<file path="config.mk">
export PLATFORM = sky130hd
export DESIGN_NAME = sync_hunt_frame_deframer_flat
export DESIGN_NICKNAME = d
export VERILOG_FILES = /design/src/rtl/shd_pkg.sv /design/src/rtl/shd_ifs.sv /design/src/rtl/shd_cell.sv /design/src/rtl/shd_scan.sv /design/src/rtl/sync_hunt_frame_deframer.sv /design/src/flat_wrapper.sv
export SDC_FILE = /design/constraint.sdc
export NUM_CORES = 1
export LEC_CHECK = 0
export BUFFER_PORTS_ARGS = -buffer_cell sky130_fd_sc_hd__buf_2
export CAP_MARGIN = 10
export CORE_ASPECT_RATIO = 2
export CORE_MARGIN = 2
export CORE_UTILIZATION = 35
export CTS_BUF_LIST = sky130_fd_sc_hd__clkbuf_8
export DETAILED_ROUTE_END_ITERATION = 12
export PLACE_DENSITY = 0.62
export SLEW_MARGIN = 40
export SYNTH_ARGS = -nofsm -noshare
export SYNTH_HDL_FRONTEND = slang
export SYNTH_HIERARCHICAL = 1
export SYNTH_SLANG_ARGS = --single-unit
export TNS_END_PERCENT = 10
</file>
<file path="constraint.sdc">
create_clock -name clk -period 32 [get_ports clk]
set_input_delay 4.8 -clock clk [delete_from_list [all_inputs] [get_ports clk]]
set_output_delay 4.8 -clock clk [all_outputs]
set_load 0.05 [all_outputs]
</file>
<file path="src/rtl/shd_pkg.sv">
// shared constants and control structs of the sync hunt frame deframer
// no dependencies
`default_nettype none

package shd_pkg;

    localparam int FRAME_BYTES = 41;
    localparam int LINE_CHARS  = 16;
    localparam int HALF_CHARS  = LINE_CHARS / 2;
    localparam int ROW1_POS    = 5;
    localparam int LINE1_POS   = 6;
    localparam int ROW2_POS    = 22;
    localparam int LINE2_POS   = 23;
    localparam int CHECK_POS   = FRAME_BYTES - 2;
    localparam int POS_W       = $clog2(FRAME_BYTES + 1);

    localparam logic [7:0]  SYNC_RESET = 8'd2;
    localparam logic [15:0] SUM_SEED   = 16'hFFFF;

    typedef logic [POS_W-1:0] pos_t;

    typedef struct packed {
        logic start;
        logic step;
    } scan_ctrl_t;

    typedef struct packed {
        logic        last;
        logic        found;
        pos_t        hit_pos;
        logic [15:0] sum;
    } scan_stat_t;

endpackage

`default_nettype wire

</file>
<file path="src/rtl/shd_ifs.sv">
// handshake channels of the deframer: received bytes in, decoded frames out
// no dependencies
`default_nettype none

interface shd_byte_if;
    logic       valid;
    logic       ready;
    logic [7:0] byte_in;

    modport source (output valid, output byte_in, input ready);
    modport sink (input valid, input byte_in, output ready);
endinterface

interface shd_frame_if;
    logic        valid;
    logic        ready;
    logic [31:0] header_bytes;
    logic [7:0]  row1_addr;
    logic [63:0] line1_high;
    logic [63:0] line1_low;
    logic [7:0]  row2_addr;
    logic [63:0] line2_high;
    logic [63:0] line2_low;
    logic [31:0] good_frames;
    logic [31:0] bad_frames;

    modport source (output valid, output header_bytes, output row1_addr,
                    output line1_high, output line1_low, output row2_addr,
                    output line2_high, output line2_low, output good_frames,
                    output bad_frames, input ready);
    modport sink (input valid, input header_bytes, input row1_addr,
                  input line1_high, input line1_low, input row2_addr,
                  input line2_high, input line2_low, input good_frames,
                  input bad_frames, output ready);
endinterface

`default_nettype wire

</file>
<file path="src/rtl/shd_cell.sv">
// one byte cell of the frame chain, loads its input byte when enabled
// no dependencies
`default_nettype none

module shd_cell (
    input  logic       clk,
    input  logic       en,
    input  logic [7:0] d,
    output logic [7:0] q
);

    logic [7:0] byte_reg;
    logic [7:0] byte_next;

    assign byte_next = en ? d : byte_reg;

    always_ff @(posedge clk)
    begin
        byte_reg <= byte_next;
    end

    assign q = byte_reg;

endmodule

`default_nettype wire

</file>
<file path="src/rtl/shd_scan.sv">
// checksum and sync search over the byte leaving the head of the chain
// depends on shd_pkg
`default_nettype none

module shd_scan
    import shd_pkg::*;
(
    input  logic       clk,
    input  logic       rst_n,
    input  scan_ctrl_t ctrl,
    input  logic [7:0] head,
    input  logic [7:0] sync_byte,
    output scan_stat_t stat
);

    pos_t        pos_reg;
    pos_t        pos_next;
    logic [15:0] sum_reg;
    logic [15:0] sum_next;
    logic        found_reg;
    logic        found_next;
    pos_t        hit_reg;
    pos_t        hit_next;

    always_comb
    begin
        pos_next   = pos_reg;
        sum_next   = sum_reg;
        found_next = found_reg;
        hit_next   = hit_reg;
        if (ctrl.start)
        begin
            pos_next   = '0;
            sum_next   = SUM_SEED;
            found_next = 1'b0;
        end
        else if (ctrl.step)
        begin
            pos_next = pos_reg + pos_t'(1);
            if (pos_reg < pos_t'(CHECK_POS))
                sum_next = sum_reg - {8'd0, head};
            if (pos_reg != '0 && !found_reg && head == sync_byte)
            begin
                found_next = 1'b1;
                hit_next   = pos_reg;
            end
        end
    end

    always_ff @(posedge clk or negedge rst_n)
    begin
        if (!rst_n)
        begin
            pos_reg   <= '0;
            found_reg <= 1'b0;
        end
        else
        begin
            pos_reg   <= pos_next;
            found_reg <= found_next;
        end
    end

    always_ff @(posedge clk)
    begin
        sum_reg <= sum_next;
        hit_reg <= hit_next;
    end

    assign stat.last    = (pos_reg == pos_t'(FRAME_BYTES - 1));
    assign stat.found   = found_reg;
    assign stat.hit_pos = hit_reg;
    assign stat.sum     = sum_reg;

endmodule

`default_nettype wire

</file>
<file path="src/rtl/sync_hunt_frame_deframer.sv">
// sync hunt deframer top level: cell chain, scan unit, control and output register
// depends on shd_pkg, shd_ifs, shd_cell, shd_scan
`default_nettype none

// Received bytes enter a chain of 41 byte cells from the tail, so a partial frame sits
// right-aligned and dropping leading bytes only lowers the fill count. A byte that does not
// complete a frame is taken without leaving the idle state. The byte that completes a frame
// is followed by a scan, in which the chain rotates once past the scan unit that forms the
// checksum and looks for the next sync byte, and then by evaluation, which is held only
// while a previous frame still waits in the output register. No input is taken
// during the scan and evaluation. An accepted frame is shown with the good frame count
// including itself; a mismatch bumps the bad frame count and resyncs on the next sync byte.

module sync_hunt_frame_deframer
    import shd_pkg::*;
(
    input  logic              clk,
    input  logic              rst_n,
    input  logic              cfg_we,
    input  logic [7:0]        cfg_wdata,
    shd_byte_if.sink          rx,
    shd_frame_if.source       frame
);

    localparam logic [1:0] ST_IDLE = 2'd0;
    localparam logic [1:0] ST_SCAN = 2'd1;
    localparam logic [1:0] ST_EVAL = 2'd2;

    logic [1:0]  state_reg;
    logic [1:0]  state_next;
    pos_t        fill_reg;
    pos_t        fill_next;
    logic [7:0]  sync_reg;
    logic [7:0]  sync_next;
    logic [31:0] good_reg;
    logic [31:0] good_next;
    logic [31:0] bad_reg;
    logic [31:0] bad_next;
    logic        out_valid_reg;
    logic        out_valid_next;

    logic [31:0] hdr_reg;
    logic [7:0]  row1_reg;
    logic [63:0] l1h_reg;
    logic [63:0] l1l_reg;
    logic [7:0]  row2_reg;
    logic [63:0] l2h_reg;
    logic [63:0] l2l_reg;
    logic [31:0] good_out_reg;
    logic [31:0] bad_out_reg;

    logic [7:0]  cell_q [FRAME_BYTES];
    logic [7:0]  tail_d;
    logic        chain_en;
    logic        rx_fire;
    logic        append;
    logic        rotate;
    logic        load_out;
    logic        sum_match;
    scan_ctrl_t  scan_ctrl;
    scan_stat_t  scan_stat;

    function automatic logic [63:0] pack8(input int pos, input logic [7:0] c [FRAME_BYTES]);
        logic [63:0] v;
        v = '0;
        for (int k = 0; k < HALF_CHARS; k++)
            v = {v[55:0], c[pos + k]};
        return v;
    endfunction

    assign rx.ready  = (state_reg == ST_IDLE);
    assign rx_fire   = rx.valid && rx.ready;
    assign append    = rx_fire && (fill_reg != '0 || rx.byte_in == sync_reg);
    assign rotate    = (state_reg == ST_SCAN);
    assign chain_en  = append || rotate;
    assign tail_d    = rotate ? cell_q[0] : rx.byte_in;
    assign sum_match = (scan_stat.sum == {cell_q[CHECK_POS], cell_q[CHECK_POS + 1]});
    assign load_out  = (state_reg == ST_EVAL) && sum_match && (!out_valid_reg || frame.ready);

    assign scan_ctrl.start = append && (fill_reg == pos_t'(FRAME_BYTES - 1));
    assign scan_ctrl.step  = rotate;

    genvar gi;
    generate
        for (gi = 0; gi < FRAME_BYTES; gi++)
        begin : g_cell
            if (gi == FRAME_BYTES - 1)
            begin : g_tail
                shd_cell u_cell (.clk(clk), .en(chain_en), .d(tail_d), .q(cell_q[gi]));
            end
            else
            begin : g_body
                shd_cell u_cell (.clk(clk), .en(chain_en), .d(cell_q[gi + 1]),
                                 .q(cell_q[gi]));
            end
        end
    endgenerate

    shd_scan u_scan (
        .clk       (clk),
        .rst_n     (rst_n),
        .ctrl      (scan_ctrl),
        .head      (cell_q[0]),
        .sync_byte (sync_reg),
        .stat      (scan_stat)
    );

    always_comb
    begin
        state_next     = state_reg;
        fill_next      = fill_reg;
        sync_next      = cfg_we ? cfg_wdata : sync_reg;
        good_next      = good_reg;
        bad_next       = bad_reg;
        out_valid_next = out_valid_reg && !frame.ready;
        unique case (state_reg)
            ST_IDLE:
            begin
                if (append)
                begin
                    fill_next = fill_reg + pos_t'(1);
                    if (scan_ctrl.start)
                        state_next = ST_SCAN;
                end
            end
            ST_SCAN:
            begin
                if (scan_stat.last)
                    state_next = ST_EVAL;
            end
            ST_EVAL:
            begin
                if (!sum_match)
                begin
                    bad_next   = bad_reg + 32'd1;
                    fill_next  = scan_stat.found ?
                                 pos_t'(FRAME_BYTES) - scan_stat.hit_pos : '0;
                    state_next = ST_IDLE;
                end
                else if (load_out)
                begin
                    good_next      = good_reg + 32'd1;
                    fill_next      = '0;
                    out_valid_next = 1'b1;
                    state_next     = ST_IDLE;
                end
            end
            default:
            begin
                state_next = ST_IDLE;
            end
        endcase
    end

    always_ff @(posedge clk or negedge rst_n)
    begin
        if (!rst_n)
        begin
            state_reg     <= ST_IDLE;
            fill_reg      <= '0;
            sync_reg      <= SYNC_RESET;
            good_reg      <= '0;
            bad_reg       <= '0;
            out_valid_reg <= 1'b0;
        end
        else
        begin
            state_reg     <= state_next;
            fill_reg      <= fill_next;
            sync_reg      <= sync_next;
            good_reg      <= good_next;
            bad_reg       <= bad_next;
            out_valid_reg <= out_valid_next;
        end
    end

    always_ff @(posedge clk)
    begin
        if (load_out)
        begin
            hdr_reg      <= {cell_q[1], cell_q[2], cell_q[3], cell_q[4]};
            row1_reg     <= cell_q[ROW1_POS];
            l1h_reg      <= pack8(LINE1_POS, cell_q);
            l1l_reg      <= pack8(LINE1_POS + HALF_CHARS, cell_q);
            row2_reg     <= cell_q[ROW2_POS];
            l2h_reg      <= pack8(LINE2_POS, cell_q);
            l2l_reg      <= pack8(LINE2_POS + HALF_CHARS, cell_q);
            good_out_reg <= good_reg + 32'd1;
            bad_out_reg  <= bad_reg;
        end
    end

    assign frame.valid        = out_valid_reg;
    assign frame.header_bytes = hdr_reg;
    assign frame.row1_addr    = row1_reg;
    assign frame.line1_high   = l1h_reg;
    assign frame.line1_low    = l1l_reg;
    assign frame.row2_addr    = row2_reg;
    assign frame.line2_high   = l2h_reg;
    assign frame.line2_low    = l2l_reg;
    assign frame.good_frames  = good_out_reg;
    assign frame.bad_frames   = bad_out_reg;

endmodule

`default_nettype wire
</file>
<file path="src/flat_wrapper.sv">
// flat-port wrapper written by rule: the top's interface ports become plain ports
module sync_hunt_frame_deframer_flat import shd_pkg::*;
  (clk, rst_n, cfg_we, cfg_wdata, rx_valid, rx_byte_in, rx_ready, frame_valid, frame_header_bytes, frame_row1_addr, frame_line1_high, frame_line1_low, frame_row2_addr, frame_line2_high, frame_line2_low, frame_good_frames, frame_bad_frames, frame_ready);
  shd_byte_if rx_i ();
  shd_frame_if frame_i ();
  input  logic clk;
  input  logic rst_n;
  input  logic cfg_we;
  input  logic [7:0] cfg_wdata;
  input wire logic [$bits(rx_i.valid)-1:0] rx_valid;
  input wire logic [$bits(rx_i.byte_in)-1:0] rx_byte_in;
  output wire logic [$bits(rx_i.ready)-1:0] rx_ready;
  output wire logic [$bits(frame_i.valid)-1:0] frame_valid;
  output wire logic [$bits(frame_i.header_bytes)-1:0] frame_header_bytes;
  output wire logic [$bits(frame_i.row1_addr)-1:0] frame_row1_addr;
  output wire logic [$bits(frame_i.line1_high)-1:0] frame_line1_high;
  output wire logic [$bits(frame_i.line1_low)-1:0] frame_line1_low;
  output wire logic [$bits(frame_i.row2_addr)-1:0] frame_row2_addr;
  output wire logic [$bits(frame_i.line2_high)-1:0] frame_line2_high;
  output wire logic [$bits(frame_i.line2_low)-1:0] frame_line2_low;
  output wire logic [$bits(frame_i.good_frames)-1:0] frame_good_frames;
  output wire logic [$bits(frame_i.bad_frames)-1:0] frame_bad_frames;
  input wire logic [$bits(frame_i.ready)-1:0] frame_ready;
  assign rx_i.valid = rx_valid;
  assign rx_i.byte_in = rx_byte_in;
  assign rx_ready = rx_i.ready;
  assign frame_valid = frame_i.valid;
  assign frame_header_bytes = frame_i.header_bytes;
  assign frame_row1_addr = frame_i.row1_addr;
  assign frame_line1_high = frame_i.line1_high;
  assign frame_line1_low = frame_i.line1_low;
  assign frame_row2_addr = frame_i.row2_addr;
  assign frame_line2_high = frame_i.line2_high;
  assign frame_line2_low = frame_i.line2_low;
  assign frame_good_frames = frame_i.good_frames;
  assign frame_bad_frames = frame_i.bad_frames;
  assign frame_i.ready = frame_ready;
  sync_hunt_frame_deframer u_core (.clk(clk), .rst_n(rst_n), .cfg_we(cfg_we), .cfg_wdata(cfg_wdata), .rx(rx_i), .frame(frame_i));
endmodule
</file>
==> results.md, run 1 <==
* Area growth syn-to-layout at 20.4%
* DRT iter0 DRCs at about 780
* Worst path top cell family by delay: buffers and inverters
* Max FFs per register at 320
* Power Dens Cells at about 70 nW/um^2
* YS warnings at 6
* Share of cells above drive strength 1 at 0.327
* Net Switching at about 0.00053 W
* FF/Latch Area at ~24000 sq um
* Min cycle time layout at 7.45 ns
* Crit-path cells: buf_2 > nand2b_1 > nand2_1 > buf_4 > nor2_4 > buf_4 > buf_6 > buf_6
* Flop pwr share at 0.607
* Fmax at 134 MHz
* Placed inst area at 30700 sq um
* Run status: finished, final reports clean
* Number of synthesized register bits at around 800
* Chip Width at ~200 um
* Area of the multi-input gates at ~3600 sq um
* Startpoint types: input pin
* Max Root-Sink Buffers at 3
* Drt via density at about 4.6
* Total routed wirelength at 57100 um
* CTS sink count at roughly 810
* Tot GR Track Use at 0.139
* Post-synth top area share at 0.769
* CP Capture Type: flip-flop
* Setup TNS at 0 ns
* Filler cells at 6867
* Vias in the first global route at roughly 14k
* RSZ-0062 raised after global routing: false
* Port Buf Inserts at 390
* Inserted Clock Buffers at 108
* Drt pass-1 iters at 6
* CTS tree: done
* CTS root buf: clkbuf_8
* Largest family of logic cells by synthesized area: simple AND/OR/NAND/NOR gates
* # Max-Cap Violations at 0
* Power Internal at between 0.0015 and 0.002 W
* Clock latency reported for the late side of the worst-skew pair at between 0.7 and 0.8 ns
* Syn avg cell area at 20.2 sq um
* Mapped Cells at roughly 1.4k
* Post-CTS Setup Inserts at 0
* Worst path bufs/invs at 5
* Worst clock skew at 0.0352 ns
* Seq/Total Area, Yosys at 0.861
* Sw Ratio at 0.232
* # H-tree levels at 3
* Post-route ant nets at 0
* Congestion Overflow GR at 0
* Cell variety after synth at 60
* Per-cell routed wire length at ~19 um
* Worst Path Max Fanout at slightly below 90
* Util after Layout at 0.424
* Post-synth ARST share at 0.109
* CP max stage delay at roughly 0.70 ns
* Setup violators final at 0
* Via Count at 13.6k
* Slew HR at 0.474
* Final net count at 1880
* Slew Viols, Final at 0
* Clock Power Share at 0.350
* Dominant cell type by area after synthesis: edfxtp_1
* Initial Util at 0.352
* Period Utilization, post-route at 0.233
* Final Hold Fails at 0
* Simple-Gate Fraction of Synth Area at 0.0556
* Hold-fix buffers at CTS at 0
* Row count at ~150
* CP required at approximately 32 ns
* Post-synthesis mux area share at 0.0115
* Clk slew on worst S/H paths at roughly 0.070 ns
* Synth Area in Adders at 0.00758
* Post-synth EDFFs at approximately 700
* # DRC at 0
* LEAKAGE at 11.9 nW
* Antenna violations before repair at 11
* Design area at 33000 sq um
* Post-DP HPWL at approximately 38000 um
* Post_cts resized at 0
* Critical path class: input pin to flip-flop
* GPL Wtd Cong at ~0.82
* Worst path slowest cell: buf_4
* Mapped cell area at ~27000 sq um
* Largest net degree at the start of global routing at 88
* Main flop type after synthesis: edfxtp_1
* Worst-Margin Slew at just under 0.8 ns
* Combinational Power Share at 0.043
* Syn Nets at 1391
* Compound-Gate Fraction of Synth Area at 0.0122
* Post-synthesis xor/xnor area fraction at 0.0438
* Area contributors post-synth: edfxtp_1 (77%), dfrtp_1 (7.9%), xnor2_1 (2.7%)
* Die area at 80700 sq um
* Global-route wire length before repair at between 80000 and 90000 um
* Max VDD drop at approximately 0.033 mV
* Io pins at 391
* Worst path arrival time at around 7.8 ns
* Core area at slightly below 80000 sq um
* Die H at 400 um
* Hold Crit Class: flip-flop to flip-flop
## power by group through the flow
| stage | Sequential, W | Clock, W | Combinational [W] |
|---|---|---|---|
| 6_report | 0.00139 | 0.000803 | 0.0000981 |
| 5_1_grt | 0.00141 | 0.000878 | 0.000109 |
| 4_1_cts | 0.00140 | 0.000838 | 0.0000996 |
| 3_5_place_dp | 0.00142 | 0 | 0.000100 |
| 3_3_place_gp | 0.00141 | 0 | 0.0000921 |
| 2_1_floorplan | 0.00142 | 0 | 0.0000665 |
## through the flow
step,power [W],setup slack (ns),hold WS [ns],std cells
finish,0.00230,24.55,0.427,2968
global route,0.00240,24.32,0.444,2966
CTS,0.00234,24.59,0.421,2964
detailed placement,0.00152,23.73,0.430,2761
global placement,0.00150,23.20,0.427,2760
floorplan,0.00149,9.35,0.421,1354
## metal layers
metal | vias to the layer above | GRT usage | share of wire
li1 | 6159 | - | -
met1 | 6868 | 0.164 | 0.40
met2 | 495 | 0.235 | 0.50
met3 | 97 | 0.0422 | 0.070
met4 | 2 | 0.0641 | 0.032
met5 | - | 0 | 0.00023
## cell families after synthesis
logic type                 count (synthesis)
AOI/OAI and AO/OA                         53
xor gates and xnor gates                 137
adders and majority gates                 16
buffers and inverters                     53
DFF                                      806
muxes                                     29
and+or+nand+nor                          260
## worst reg2reg max path, delay by kind of cell (launching register included)
family        cells  cell delay [ns]
xor+xnor          1             0.20
buf+inv           3             2.07
flops             1             0.49
simple gates      3             1.52
## synth_stat cells (all sizes together), types with 12 or more instances
master  instances
a21oi          15
and3           18
buf            16
clkbuf         12
dfrtp          87
dfxtp          16
edfxtp        702
ha             15
inv            25
mux2           20
nand2          40
nand3          46
nand4          29
nor2           37
nor2b          13
nor3           21
nor4           19
o21ai          16
xnor2          83
xor2           54
## path summary, 6_finish.rpt
path / start / endpoint / slack, ns / cells after the start
max: frame_ready / u_core/frame.line2_low[4] / 24.55 / 8
min: u_core/g_cell[22].g_body.u_cell/q[1] / u_core/frame.row2_addr[1] / 0.43 / 0
max reg2reg: u_core/g_cell[39].g_body.u_cell/q[3] / u_core/frame.line2_low[4] / 27.25 / 7
min reg2reg: u_core/g_cell[22].g_body.u_cell/q[1] / u_core/frame.row2_addr[1] / 0.43 / 0
max in group asynchronous: rst_n / u_core/bad_reg[19] / 27.11 / 2
min in group asynchronous: rst_n / u_core/good_reg[21] / 3.92 / 1
## final cells by class
cell class | count | share of cell area
antenna | 3 | 0.000227
multi-input combinational | 495 | 0.110
clock buffer | 122 | 0.0509
timing repair buffer | 407 | 0.0646
sequential | 806 | 0.715
clock inverter | 81 | 0.0177
tap | 1029 | 0.0390
inverter | 25 | 0.00284
## layout by cell type (no fill, tap or decap), types with 4 or more instances in the layout
cell        instances
a21oi_1            15
and3_1             15
and4_1              6
buf_2             389
buf_4               8
buf_6               8
bufinv_16           7
clkbuf_8          122
clkinv_1           10
clkinv_2           30
clkinvlp_4          6
dfrtp_1            87
dfxtp_1            16
edfxtp_1          702
ha_1               15
inv_1              46
inv_6               6
mux2_2             20
mux2i_1             9
nand2_1            40
nand2b_1            7
nand3_1            45
nand4_1            27
nand4b_1            4
nor2_1             34
nor2b_1            12
nor3_1             15
nor3_2              6
nor4_1             13
nor4_2              5
o211ai_1            4
o21ai_0            15
o22ai_1             4
or3_1               5
xnor2_1            83
xor2_1             54
Power figures use the tool's default switching activity.
==> inputs of run 2 (changes only) <==
==> constraint.sdc (replaced) <==
create_clock -name clk -period 7.5 [get_ports clk]
set_input_delay 1.125 -clock clk [delete_from_list [all_inputs] [get_ports clk]]
set_output_delay 1.125 -clock clk [all_outputs]
set_load 0.05 [all_outputs]
==> run 2 against run 1 <==
Against the previous run: total power increased to 4.3 times the previous value; critical path depth shrank 1; via count rose by 0.37%; die area did not move; clock skew decreased by 0.012 ns; first-iteration DRC count down 5.4%; global-route usage about the same; cell count increased by 0.17%; sequential power increased to 4.3 times the previous value; utilization barely moved; largest cell class unchanged.
==> results.md, run 2 (synthesis results as in run 1) <==
* Post-CTS Setup Inserts at 0 (unchanged)
* Core area at 77800 sq um (unchanged)
* Post_cts resized at 0 (unchanged)
* Inserted Clock Buffers at 111 (was 108)
* Final Hold Fails at 0 (unchanged)
* Worst path slowest cell: nor4_1 (was buf_4)
* Hold Crit Class: input pin to asynchronous set/reset pin (was flip-flop to flip-flop)
* Drt pass-1 iters at 5 (was 6)
* Share of cells above drive strength 1 at 0.320 (was 0.327)
* Worst-Margin Slew at 0.804 ns (was 0.783 ns)
* Max FFs per register at 320 (unchanged)
* Tot GR Track Use at 0.140 (was 0.139)
* Worst Path Max Fanout at 118 (was 87)
* Min cycle time layout at roughly 3.4 ns
* Power Dens Cells at 297 nW/um^2 (was 69.6 nW/um^2)
* Period Utilization, post-route at 0.450
* CTS sink count at 806 (unchanged)
* Run status: finished, final reports clean (unchanged)
* # H-tree levels at 3 (unchanged)
* Clock latency reported for the late side of the worst-skew pair at 0.75 ns (was 0.77 ns)
* Via Count at 13.7k (was 13.6k)
* Routed met2 length at 27900 um (was 28600 um)
* Max VDD drop at 0.192 mV (was 0.0330 mV)
* Met3 WL at 4520 um (was 4020 um)
* Final net count at 1881 (was 1880)
* Chip Width at 202 um (unchanged)
* CP Capture Type: flip-flop (unchanged)
* Antenna violations before repair at 14 (was 11)
* Commonest cells after routing, fill and taps aside: edfxtp_1 (702), buf_2 (389), clkbuf_8 (118) (was edfxtp_1 (702), buf_2 (389), clkbuf_8 (122))
* CTS root buf: clkbuf_8 (unchanged)
* Post-route ant nets at 0 (unchanged)
* CP max stage delay at 0.46 ns (was 0.70 ns)
* Setup violators final at 0 (unchanged)
* Worst path arrival time at 3.76 ns (was 7.82 ns)
* Post-DP HPWL at 37200 um (was 37700 um)
* # DRC at 0 (unchanged)
* Vias in the first global route at 14.1k (was 14.2k)
* Drt via density at 4.60 (was 4.59)
* LEAKAGE at 12.4 nW (was 11.9 nW)
* Crit-path cells: xor2_1 > nor4_1 > nand4_1 > buf_4 > nor2_4 > buf_12 > buf_16 (was buf_2 > nand2b_1 > nand2_1 > buf_4 > nor2_4 > buf_4 > buf_6 > buf_6)
* RSZ-0062 raised after global routing: false (unchanged)
* CP required at 7.88 ns (was 32.37 ns)
* Row count at 145 (unchanged)
* DRT iter0 DRCs at 733 (was 775)
* Hold-fix buffers at CTS at 0 (unchanged)
* Critical path class: flip-flop to flip-flop (was input pin to flip-flop)
* Max Root-Sink Buffers at 3 (unchanged)
* # Max-Cap Violations at 0 (unchanged)
* Fmax at 296 MHz
* Total routed wirelength at 57300 um (was 57100 um)
* Area growth syn-to-layout at 20.5% (was 20.4%)
* Non-filler cells, final at 2973 (was 2968)
* Worst clock skew at 0.0234 ns (was 0.0352 ns)
* CTS tree: done (unchanged)
* Per-cell routed wire length at 19.3 um (about the same)
* Setup TNS at 0 ns (unchanged)
* M1 WL at 22600 um (was 22700 um)
* Largest net degree at the start of global routing at 148 (was 88)
* Port Buf Inserts at 390 (unchanged)
* Congestion Overflow GR at 0 (unchanged)
* Post-Place Cells at 2759 (was 2761)
* GPL Wtd Cong at 0.810 (was 0.823)
* Global-route wire length before repair at 85100 um (was 85200 um)
* Io pins at 391 (unchanged)
* Die area at 80700 sq um (unchanged)
* Slew HR at 0.464 (was 0.474)
* Slew Viols, Final at 0 (unchanged)
* Highest metal used: met5 (unchanged)
* Commonest non-fill, non-tap cell in the layout: edfxtp_1 (unchanged)
* Clk slew on worst S/H paths at 0.07 ns (about the same)
* Startpoint types: flip-flop (was input pin)
* Die H at 400 um (unchanged)
* Initial Util at 0.352 (unchanged)
## run 2: area by class of cell
cell class / instances / area [sq um]
Clock inverter: 92 / 636
Antenna cell: 3 / 7.51
Timing Repair Buffer: 405 / 2160
Clock buffer: 118 / 1620
Sequential cell: 806 / 23600
Tap cell: 1029 / 1290
Fill cell: 6862 / 44800
Inverter: 25 / 93.8
Multi-Input combinational cell: 495 / 3610
## run 2: metal layers
layer	vias to the layer above	GRT usage
met4	12	0.0713
met1	6834	0.163
met2	521	0.231
met5	-	0
met3	127	0.0456
li1	6178	-
## run 2: per-stage QoR
step           cell area (sq um)  setup slack (ns)  power, W  hold WS, ns  utilization
6_report                   33000              4.13   0.00979        0.260        0.424
5_1_grt                    33000              3.95    0.0102        0.196        0.424
4_1_cts                    33000              4.11   0.00996        0.152        0.424
3_5_place_dp               30700              3.70   0.00646        0.430        0.395
3_3_place_gp               30700              3.49   0.00642        0.429        0.394
2_1_floorplan              27400            -0.221   0.00622        0.421            -
## run 2: path summary, 6_finish.rpt
path                       slack [ns]                                 start                              endpoint  cells after the start
setup / recovery                 4.13  u_core/g_cell[39].g_body.u_cell/q[3]            u_core/frame.line2_low[23]                      7
hold / removal                   0.26                                 rst_n                    u_core/good_reg[9]                      1
setup reg to reg                 4.13  u_core/g_cell[39].g_body.u_cell/q[3]            u_core/frame.line2_low[23]                      7
hold reg to reg                  0.44  u_core/g_cell[29].g_body.u_cell/q[2]  u_core/g_cell[28].g_body.u_cell/q[2]                      0
max in group asynchronous        6.26                                 rst_n                    u_core/bad_reg[12]                      2
min in group clk                 0.44  u_core/g_cell[29].g_body.u_cell/q[2]  u_core/g_cell[28].g_body.u_cell/q[2]                      0
## run 2: worst max-delay path: cells and delay by family (launching register included)
family,cells,cell delay (ns)
xor gates and xnor gates,1,0.19
and+or+nand+nor,3,1.08
DFF,1,0.41
buffers and inverters,3,1.18
## run 2: where the power goes
| group | switching [W] | internal [W] | leakage [nW] |
|---|---|---|---|
| Sequential | 0.000286 | 0.00565 | 7.95 |
| Clock | 0.00168 | 0.00175 | 1.23 |
| Combinational | 0.000307 | 0.000119 | 3.17 |
| Total | 0.00227 | 0.00752 | 12.4 |
